`src/design/teq_pkg.sv`:
```
`default_nettype none
package teq_pkg;

  localparam int unsigned DepthDefault = 16;

  localparam logic [63:0] WrapWindow = 64'h0800_0000_0000_0000;

  localparam logic [1:0] ReqAdd    = 2'd0;
  localparam logic [1:0] ReqDelete = 2'd1;
  localparam logic [1:0] ReqCheck  = 2'd2;

  typedef struct packed {
    logic [1:0]  req_type;
    logic [7:0]  event_id;
    logic [63:0] delay_cycles;
    logic [63:0] now_cycle;
  } req_t;

  typedef struct packed {
    logic       fired;
    logic [7:0] fired_id;
    logic       add_dropped;
    logic [4:0] pending_count;
  } rsp_t;

  typedef struct packed {
    logic        valid;
    logic [7:0]  id;
    logic [63:0] due;
  } slot_t;

  typedef enum logic [1:0] {
    CELL_HOLD,
    CELL_REMOVE,
    CELL_INSERT
  } cell_mode_e;

  typedef struct packed {
    cell_mode_e  mode;
    logic [7:0]  key_id;
    logic [63:0] key_due;
  } cell_ctrl_t;

endpackage
`default_nettype wire

```
`src/design/teq_cell.sv`:
```
`default_nettype none
module teq_cell (
  input  wire                 clk_i,
  input  wire                 rst_ni,
  input  teq_pkg::cell_ctrl_t ctrl_i,
  input  teq_pkg::slot_t      left_i,
  input  teq_pkg::slot_t      right_i,
  input  wire                 chain_i,
  output logic                chain_o,
  output teq_pkg::slot_t      slot_o
);

  logic        valid_q, valid_d;
  logic [7:0]  id_q, id_d;
  logic [63:0] due_q, due_d;
  logic [63:0] diff;
  logic        hit;
  logic        cond;

  assign diff = due_q - ctrl_i.key_due;
  assign hit  = valid_q && (id_q == ctrl_i.key_id);
  assign cond = !valid_q || (diff < teq_pkg::WrapWindow);

  always_comb begin
    valid_d = valid_q;
    id_d    = id_q;
    due_d   = due_q;
    chain_o = chain_i;
    case (ctrl_i.mode)
      teq_pkg::CELL_REMOVE: begin
        chain_o = chain_i | hit;
        if (chain_i || hit) begin
          valid_d = right_i.valid;
          id_d    = right_i.id;
          due_d   = right_i.due;
        end
      end
      teq_pkg::CELL_INSERT: begin
        chain_o = chain_i | cond;
        if (chain_i) begin
          valid_d = left_i.valid;
          id_d    = left_i.id;
          due_d   = left_i.due;
        end else if (cond) begin
          valid_d = 1'b1;
          id_d    = ctrl_i.key_id;
          due_d   = ctrl_i.key_due;
        end
      end
      default: ;
    endcase
  end

  always_ff @(posedge clk_i or negedge rst_ni) begin
    if (!rst_ni) begin
      valid_q <= 1'b0;
    end else begin
      valid_q <= valid_d;
    end
  end

  always_ff @(posedge clk_i) begin
    id_q  <= id_d;
    due_q <= due_d;
  end

  assign slot_o = '{valid: valid_q, id: id_q, due: due_q};

endmodule
`default_nettype wire

```
`src/design/timed_event_queue_top.sv`:
```
`default_nettype none
// Channel   Direction  Handshake           Payload
// request   in         start, busy         req_i  (teq_pkg::req_t)
// result    out        done_o strobe       rsp_o  (teq_pkg::rsp_t)
//
// done_o follows the transfer through S_FIRST for delete, check and unused
// requests, and through S_FIRST then S_INSERT for add (a cancel pass, then an
// insert pass). busy is high from the transfer until the result strobe, so a
// new transfer can land in the strobe cycle, but not before the last result.
// After reset the queue is empty; the receiver cannot stall, each result
// is on rsp_o for the single cycle that done_o is high.
module timed_event_queue_top #(
  parameter int unsigned DEPTH = teq_pkg::DepthDefault
) (
  input  wire           clk_i,
  input  wire           rst_ni,
  input  wire           start,
  output logic          busy,
  input  teq_pkg::req_t req_i,
  output logic          done_o,
  output teq_pkg::rsp_t rsp_o
);

  localparam int unsigned CW = $clog2(DEPTH + 1);

  typedef enum logic [1:0] {
    S_IDLE,
    S_FIRST,
    S_INSERT
  } state_e;

  state_e              state_q;
  teq_pkg::req_t       req_q;
  logic [63:0]         due_q;
  logic [CW-1:0]       count_q, count_d;
  logic                done_q;
  teq_pkg::rsp_t       rsp_q;

  teq_pkg::cell_ctrl_t ctrl;
  logic                seed;
  logic                fire;
  logic                full;
  logic [63:0]         head_diff;
  logic [CW+4:0]       count_ext;

  teq_pkg::slot_t      slots [DEPTH];
  logic [DEPTH:0]      chain;

  assign chain[0] = seed;

  for (genvar i = 0; i < DEPTH; i++) begin : g_cell
    teq_pkg::slot_t left_s, right_s;
    if (i == 0) begin : g_first
      assign left_s = '0;
    end else begin : g_mid
      assign left_s = slots[i-1];
    end
    if (i == DEPTH - 1) begin : g_last
      assign right_s = '0;
    end else begin : g_rest
      assign right_s = slots[i+1];
    end
    teq_cell u_cell (
      .clk_i   (clk_i),
      .rst_ni  (rst_ni),
      .ctrl_i  (ctrl),
      .left_i  (left_s),
      .right_i (right_s),
      .chain_i (chain[i]),
      .chain_o (chain[i+1]),
      .slot_o  (slots[i])
    );
  end

  assign head_diff = slots[0].due - req_q.now_cycle;
  assign full      = (count_q == CW'(DEPTH));

  always_comb begin
    ctrl.mode    = teq_pkg::CELL_HOLD;
    ctrl.key_id  = req_q.event_id;
    ctrl.key_due = due_q;
    seed         = 1'b0;
    fire         = 1'b0;
    count_d      = count_q;
    case (state_q)
      S_FIRST: begin
        case (req_q.req_type)
          teq_pkg::ReqAdd, teq_pkg::ReqDelete: begin
            ctrl.mode = teq_pkg::CELL_REMOVE;
            if (chain[DEPTH]) begin
              count_d = count_q - CW'(1);
            end
          end
          teq_pkg::ReqCheck: begin
            fire = slots[0].valid &&
                   (slots[0].due == req_q.now_cycle || head_diff >= teq_pkg::WrapWindow);
            if (fire) begin
              ctrl.mode = teq_pkg::CELL_REMOVE;
              seed      = 1'b1;
              count_d   = count_q - CW'(1);
            end
          end
          default: ;
        endcase
      end
      S_INSERT: begin
        if (!full) begin
          ctrl.mode = teq_pkg::CELL_INSERT;
          count_d   = count_q + CW'(1);
        end
      end
      default: ;
    endcase
  end

  assign count_ext = {5'b0, count_d};

  always_ff @(posedge clk_i or negedge rst_ni) begin
    if (!rst_ni) begin
      state_q <= S_IDLE;
      count_q <= '0;
      done_q  <= 1'b0;
      rsp_q   <= '0;
      req_q   <= '0;
      due_q   <= '0;
    end else begin
      count_q <= count_d;
      case (state_q)
        S_IDLE: begin
          done_q <= 1'b0;
          if (start) begin
            req_q   <= req_i;
            due_q   <= req_i.now_cycle + req_i.delay_cycles;
            state_q <= S_FIRST;
          end
        end
        S_FIRST: begin
          if (req_q.req_type == teq_pkg::ReqAdd) begin
            state_q <= S_INSERT;
            done_q  <= 1'b0;
          end else begin
            state_q             <= S_IDLE;
            done_q              <= 1'b1;
            rsp_q.fired         <= fire;
            rsp_q.fired_id      <= fire ? slots[0].id : 8'd0;
            rsp_q.add_dropped   <= 1'b0;
            rsp_q.pending_count <= count_ext[4:0];
          end
        end
        S_INSERT: begin
          state_q             <= S_IDLE;
          done_q              <= 1'b1;
          rsp_q.fired         <= 1'b0;
          rsp_q.fired_id      <= 8'd0;
          rsp_q.add_dropped   <= full;
          rsp_q.pending_count <= count_ext[4:0];
        end
        default: begin
          state_q <= S_IDLE;
          done_q  <= 1'b0;
        end
      endcase
    end
  end

  assign busy   = (state_q != S_IDLE);
  assign done_o = done_q;
  assign rsp_o  = rsp_q;

endmodule
`default_nettype wire

```
`config.mk`:
```
export PLATFORM = sky130hd
export DESIGN_NAME = timed_event_queue_top
export DESIGN_NICKNAME = d
export VERILOG_FILES = /design/src/design/teq_pkg.sv /design/src/design/teq_cell.sv /design/src/design/timed_event_queue_top.sv
export SDC_FILE = /design/constraint.sdc
export NUM_CORES = 2
export LEC_CHECK = 0
export CAP_MARGIN = 20
export CORE_UTILIZATION = 38
export DETAILED_ROUTE_END_ITERATION = 12
export DONT_BUFFER_PORTS = 1
export PLACE_DENSITY = 0.55
export SETUP_SLACK_MARGIN = 0.5
export SLEW_MARGIN = 20
export SYNTH_ARGS = -nofsm -noshare
export SYNTH_HDL_FRONTEND = slang
export SYNTH_SLANG_ARGS = --single-unit
```
`constraint.sdc`:
```
create_clock -name clk_i -period 9.38 [get_ports clk_i]
set_clock_uncertainty 0.1 [all_clocks]
set_input_delay 0 -clock clk_i [delete_from_list [all_inputs] [get_ports clk_i]]
set_output_delay 0 -clock clk_i [all_outputs]
set_load 0.02 [all_outputs]
```
---- Word level (Yosys, flattened, before mapping) ----
Cells that the tools add are included.
storage, ports and cells
  register bits after elaboration ......... 1329
  latch bits .............................. 0
  bits in writable memories ............... 0
  bits in read-only memories .............. 0
  input bits .............................. 141
  output and inout bits ................... 17
  memories kept ........................... 0
cells by class
  $add $sub $neg .......................... 20
  multiply operators ...................... 0
  div/mod/pow operators ................... 0
  $lt $le $gt $ge ......................... 17
  eq/ne operators ......................... 58
  shift-type cells ........................ 0
  multiplexer cells ....................... 230
  bitwise gates (word level) .............. 32
  reduce and logical (&&, ||, !) cells .... 90
operator list
  cell                                                                  number
  two-way mux 64 bit                                                    48
  case mux 64 bit (2 select lines)                                      16
  subtractor 64 bit                                                     17
  less-than comparator 64 x 60 -> 1 bit (second input constant)         16
  two-way mux 8 bit                                                     49
  case mux 8 bit (2 select lines)                                       16
  equality test 8 bit                                                   16
  case mux 1 bit (2 select lines)                                       34
  adder 64 bit                                                          1
  equality test 64 bit                                                  1
  greater-or-equal comparator 64 x 60 -> 1 bit (second input constant)  1
  two-way mux 1 bit                                                     55
  != test 3 x 1 -> 1 bit (second input constant)                        16
  AND reduction 3 bit                                                   16
  logical OR 1 bit                                                      33
  != test 2 x 1 -> 1 bit (second input constant)                        16
  bitwise OR 1 bit                                                      32
  case mux 15 bit (2 select lines)                                      1
  case mux 5 bit (2 select lines)                                       2
  logical AND 1 bit                                                     17
  logical NOT 1 bit                                                     16
  two-way mux 15 bit                                                    1
  two-way mux 5 bit                                                     3
  case mux 2 bit (2 select lines)                                       2
  other kinds (11)                                                      22

---- Depth between registers and ports, before layout ----
  depth after elaboration ................. 44
  depth in mapped cells ................... 30
  mapped depth without buffers ............ 26

---- By module ----
From an unflattened synthesis, not the netlist that was laid out.
unflattened totals
  cell total of the unflattened synthesis .. 13497
  area total of the unflattened synthesis .. 116311.6 sq um
by module, submodules not included
  module                           times used  cells each  area an instance (sq um)
  teq_cell (g_cell[0].u_cell ...)  12          757         6542.5
  teq_cell (g_cell[6].u_cell ...)  4           705         6229.7
  timed_event_queue_top            1           1593        12882.4

---- Least setup slack after synthesis ----
OpenSTA, ideal clock, no wires.
  path kind ............................... register -> register
  start ................................... reg g_cell[0].u_cell.due_q[23]
  end ..................................... reg g_cell[15].u_cell.valid_q
  arrival ................................. 8.790 ns
  data required time ...................... 9.197 ns
  slack ................................... 0.408 ns
  cell stages (with the launch flop) ...... 27
  path buffers ............................ 1
  clock period less this slack ............ 8.972 ns
  cell sequence ........................... edfxtp_1 -> ha_1 -> nand4_2 -> nor4_2 -> nand3_1 -> nor4_1 -> nor3_1 -> o31ai_1 -> xor2_1 -> nor4b_4 -> a311oi_2 -> nand2b_1 -> nand3_1 -> ha_1 -> clkbuf_1 -> clkinv_1 -> a21oi_1 -> nor3_1 -> inv_1 -> o31ai_1 -> o31ai_1 -> a2111o_1 -> nor4b_4 -> nand4_1 -> nand2_1 -> a21oi_1 -> mux2_2
on the way
  cells in the longest elaborated chain, start to end .. 40
ends and longest elaborated chain
  what                                                                  RTL line                        RTL
  start, declared                                                       teq_cell.sv:15                  logic [63:0] due_q, due_d;
  start signal, assigned                                                teq_cell.sv:64                  due_q <= due_d;
  subtractor 64 bit                                                     timed_event_queue_top.sv:75     assign head_diff = slots[0].due - req_q.now_cycle;
  greater-or-equal comparator 64 x 60 -> 1 bit                          timed_event_queue_top.sv:96     (slots[0].due == req_q.now_cycle || head_diff >= teq_pkg::WrapWindow);
  logical OR 1 bit                                                      timed_event_queue_top.sv:96
  logical AND 1 bit                                                     timed_event_queue_top.sv:95     fire = slots[0].valid &&
  two-way mux 1 bit                                                     timed_event_queue_top.sv:97     if (fire) begin
  case mux 1 bit (2 select lines) or two-way mux 1 bit (tied branches)  timed_event_queue_top.sv:87     case (req_q.req_type)
  case mux 2 bit (2 select lines) or two-way mux 1 bit (tied branches)  timed_event_queue_top.sv:85     case (state_q)
  equality test 2 bit (tied with other cells)                           teq_cell.sv:29                  case (ctrl_i.mode)
  (+24 left out)                                                        n/a
  case mux 1 bit (2 select lines)                                       teq_cell.sv:29
  bitwise OR 1 bit (on tied branches)                                   teq_cell.sv:39, teq_cell.sv:31
  case mux 1 bit (2 select lines)                                       teq_cell.sv:29
  bitwise OR 1 bit (on tied branches)                                   teq_cell.sv:39, teq_cell.sv:31
  case mux 1 bit (2 select lines)                                       teq_cell.sv:29
  logical OR 1 bit                                                      teq_cell.sv:32                  if (chain_i || hit) begin
  != test 2 x 1 -> 1 bit (no source line)                               n/a
  AND reduction 3 bit (no source line)                                  n/a
  end signal, assigned                                                  teq_cell.sv:58                  valid_q <= valid_d;
  end, declared                                                         teq_cell.sv:13                  logic valid_q, valid_d;
Parallel ways exist; a longest one is shown, timed or not.
A chain may end at the register's enable or synchronous reset.

---- Final worst setup path ----
  start ................................... reg g_cell[0].u_cell.due_q[14]
  end ..................................... reg g_cell[12].u_cell.due_q[19] (data pin)
on the way
  cells in the longest elaborated chain, start to end .. 33
ends and longest elaborated chain
  what                                                                  RTL line                        RTL
  subtractor 64 bit                                                     timed_event_queue_top.sv:75
  greater-or-equal comparator 64 x 60 -> 1 bit                          timed_event_queue_top.sv:96
  logical OR 1 bit                                                      timed_event_queue_top.sv:96
  logical AND 1 bit                                                     timed_event_queue_top.sv:95
  two-way mux 1 bit                                                     timed_event_queue_top.sv:97
  case mux 1 bit (2 select lines) or two-way mux 1 bit (tied branches)  timed_event_queue_top.sv:87
  case mux 2 bit (2 select lines) or two-way mux 1 bit (tied branches)  timed_event_queue_top.sv:85
  equality test 2 bit (tied with other cells)                           teq_cell.sv:29
  (+18 left out)                                                        n/a
  case mux 1 bit (2 select lines)                                       teq_cell.sv:29
  bitwise OR 1 bit (on tied branches)                                   teq_cell.sv:39, teq_cell.sv:31
  case mux 1 bit (2 select lines)                                       teq_cell.sv:29
  bitwise OR 1 bit (on tied branches)                                   teq_cell.sv:39, teq_cell.sv:31
  case mux 1 bit (2 select lines)                                       teq_cell.sv:29
  two-way mux 64 bit                                                    teq_cell.sv:40                  if (chain_i) begin
  case mux 64 bit (2 select lines) (*)                                  teq_cell.sv:29
  net g_cell[12].u_cell.due_d[19]                                       teq_cell.sv:15
  end signal, assigned                                                  teq_cell.sv:64
  end, declared                                                         teq_cell.sv:15
Mark *: on every way through the listed nets, which the timed path passes. The rest lies on a longest branch.

==> metrics.txt <==
worst r2r src g_cell[0].u_cell.due_q[14]; Clk network pwr share 13.9%; DP Area 107000 um2; fmax 116 MHz; Arrival @ worst endpoint 9.10 ns; Sw Share 50.9%; post-layout minimum cycle time 8.64 ns; worst skew pair latency 0.92 ns; Post-DRT Antenna Nets 0; biggest area consumer among synthesized cells edfxtp_1; reg2reg path depth 25; critical path type reg -> reg; # fillers 25632; Iter 0 DRT Violations 10763; Distinct cells, synth 105; worst slew pin tran 1.28 ns; Setup TNS 0 ns; Finish-stage setup viols 0; Gate power share 60.9%; area of the mapped netlist 101000 um2; Rel. slew slack 14.0%; post-synthesis sequential area ratio 38.5%; maximum vdd drop 0.332 mV; DP HPWL 334000 um; Warnings, synthesis 0; num rows 189; Synth async-reset ratio 13.3%; Commonest cells post-synth a21oi_1, nor2_1, edfxtp_1, ha_1, mux2i_1; leakage power of the design 45.9 nW; Layout area overhead 13.7%; Vias 91735; Post-synth EDFFs 1152; Synth Flop Type edfxtp_1; crit path capture g_cell[12].u_cell.due_q[19]; Post-Syn Area per Cell 9.40 um2; critical path endpoint category flop; Starting Density 38.2%; Sequential Power Share 25.3%; CTS Root Cell clkbuf_16; Critical Path Source g_cell[0].u_cell.due_q[14]; Internal 24.3 mW; outcome finished, violations left; HP Class in -> reg; maximum fanout along the worst path 40; WL final 449000 um; antenna violations before repair 28; GP Congestion 1.02; reg2reg setup slack 0.74 ns; die span in y 518 um; share of cells above drive strength 1 6.77%; Mapped Cells 10778; vias in the first global route 87333; Via density 6.25; switching pwr 25.3 mW; H-tree levels 4; Die ar. 269000 um2; hold violation count in the final report 0; max-cap violation count 0; TritonRoute pass-1 iters 12; Slew Viols, Final 0; Total GRT Usage 32.3%; RSZ-0062 raised after global routing false; Worst-path clk slew 0.06 ns; CTS Buffer Depth 4; number of I/O port buffers 0; fin crit share 92.2%; Setup Buffers After CTS 0; CTS tree built; post-synth top area share 34.2%; routed len/inst 30.6 um; Core Footprint 265000 um2; largest net degree at the start of global routing 239; Die Wd 518 um; DR DRC count 40; PwrDens 431 nW/um2; final core utilization 43.4%; failing checks design-rule violations; global-route wire length before repair 634000 um; cts bufs inserted 178; top cells by area, synth edfxtp_1, ha_1, a21oi_1; end of the worst register-to-register path g_cell[12].u_cell.due_q[19]; Startpoint Class flop; Clock Sinks 1329; synthesized net count 12045; Design Area, Final 115000 um2; Synth Register Bits 1329; I/O pin cnt 158; total gr overflow 0; Worst Path Required 9.84 ns; Layout Nets 12241; top-count cell post-synth a21oi_1
==> layout by cell type, fill, tap and decap left out, types with 50 or more instances in the layout <==
| cell type | synthesis | layout |
|---|---|---|
| nand2_1 | 461 | 460 |
| o211ai_1 | 86 | 86 |
| nor2_1 | 1659 | 1654 |
| edfxtp_1 | 1152 | 1152 |
| nand4_1 | 156 | 156 |
| buf_12 | 7 | 62 |
| xnor2_1 | 137 | 137 |
| nand2b_1 | 51 | 50 |
| clkbuf_1 | 444 | 50 |
| ha_1 | 1125 | 1123 |
| a21o_1 | 278 | 275 |
| inv_1 | 270 | 267 |
| xor2_1 | 110 | 110 |
| o2bb2ai_1 | 73 | 73 |
| buf_4 | 35 | 232 |
| a31oi_1 | 72 | 70 |
| dlygate4sd3_1 | 0 | 277 |
| dfrtp_1 | 177 | 177 |
| mux2i_1 | 782 | 782 |
| mux2_2 | 87 | 87 |
| nor4_1 | 61 | 57 |
| o21ai_0 | 332 | 329 |
| clkbuf_16 | 0 | 181 |
| o21a_1 | 81 | 80 |
| nand3_1 | 239 | 238 |
| nor3_1 | 128 | 126 |
| a211oi_1 | 96 | 95 |
| and3_1 | 88 | 88 |
| a21oi_1 | 1825 | 1817 |
==> state kept, by name, indices dropped and copies added (netlist names) <==
| name | count |
|---|---|
| g_cell.u_cell.due_q | 1024 |
| g_cell.u_cell.id_q | 128 |
| req_q | 66 |
| due_q | 64 |
| g_cell.u_cell.valid_q | 16 |
| rsp_o | 15 |
| ctrl | 8 |
| count_q | 5 |
| state_q | 2 |
| done_o | 1 |
==> logic make-up after synthesis <==
group / after synthesis / synth area share [%]
xor gates and xnor gates: 247 / 2.14
and+or+nand+nor: 3059 / 13.5
DFF: 1329 / 38.5
adders and majority gates: 1126 / 13.9
AOI/OAI and AO/OA: 3316 / 19.8
muxes: 870 / 8.71
buffers and inverters: 831 / 3.49
==> metrics by stage <==
stage / cells / setup slack, ns / hold WS [ns] / power, mW
after detailed placement: 14046 / 0.823 / -0.390 / 41.3
after global placement: 14046 / 0.800 / -0.389 / 40.8
after CTS: 14646 / 0.738 / 0.0214 / 48.8
after global routing: 14652 / 0.543 / 0.0433 / 52.0
final: 14667 / 0.736 / 0.0600 / 49.6
after floorplan: 10778 / 0.524 / -0.396 / 29.7
==> worst min-delay path by stage <==
stage | slack [ns] | cells past startpoint | start | endpoint
floorplan | -0.40 | 0 | rst_ni | count_q[0]
global placement | -0.39 | 0 | rst_ni | req_q[23]
detailed placement | -0.39 | 0 | rst_ni | req_q[24]
CTS | 0.02 | 2 | req_i[45] | req_q[45]
global route | 0.04 | 2 | req_i[45] | req_q[45]
finish | 0.06 | 2 | req_i[45] | req_q[45]
==> area by class of cell <==
type                            count  area [um2]  share of cell area [%]
Antenna cell                       19        47.5                  0.0413
Clock buffer                      251        4990                    4.34
Clock inverter                     70         641                   0.556
Inverter                          271        1020                   0.890
Multi-Input combinational cell   8618       59100                    51.4
Sequential cell                  1329       39000                    33.9
Tap cell                         3533        4420                    3.84
Timing Repair Buffer              576        5860                    5.09
==> routing by layer <==
layer | part of all wire [%] | GRT usage, % | wire (um) | up-vias
met5 | 0.037 | 0 | 168 | -
met1 | 41 | 42.4 | 185000 | 45139
met4 | 7.2 | 19.8 | 32500 | 26
met3 | 8.7 | 6.09 | 39100 | 1007
met2 | 43 | 48.9 | 193000 | 4487
li1 | - | - | - | 41076
==> critical path, cell delays in order (launching register included) <==
cell	delay (ns)
edfxtp_1	0.44
ha_1	0.45
nand4_1	0.29
nor4_2	0.65
a31oi_1	0.31
a311oi_1	0.35
nor3_1	0.17
o31ai_1	0.30
xor2_1	0.27
nor4b_4	0.08
a311oi_2	0.87
nand2b_1	0.26
nand3_1	0.21
ha_4	0.36
inv_6	0.10
a21oi_1	0.09
nor3_1	0.30
inv_1	0.10
o31ai_1	0.08
o31ai_1	0.10
a2111o_1	0.49
or4b_4	0.54
o41ai_4	0.51
buf_12	0.38
mux2i_1	0.25
a21oi_1	0.10
==> power by group through the flow <==
stage	Clock [mW]	Sequential [mW]	Combinational (mW)
floorplan	0	11.3	18.5
finish	6.89	12.5	30.2
global route	7.17	12.7	32.2
detailed placement	0	12.5	28.8
CTS	6.97	12.4	29.4
global placement	0	12.5	28.2
==> timing repair <==
action                     in CTS  in global routing
hold buffers                  279                  0
setup endpoints to repair       0                 51
resized for setup               0                  3
hold endpoints to repair      317                  0
No activity file was read; power rests on OpenSTA's default activity.
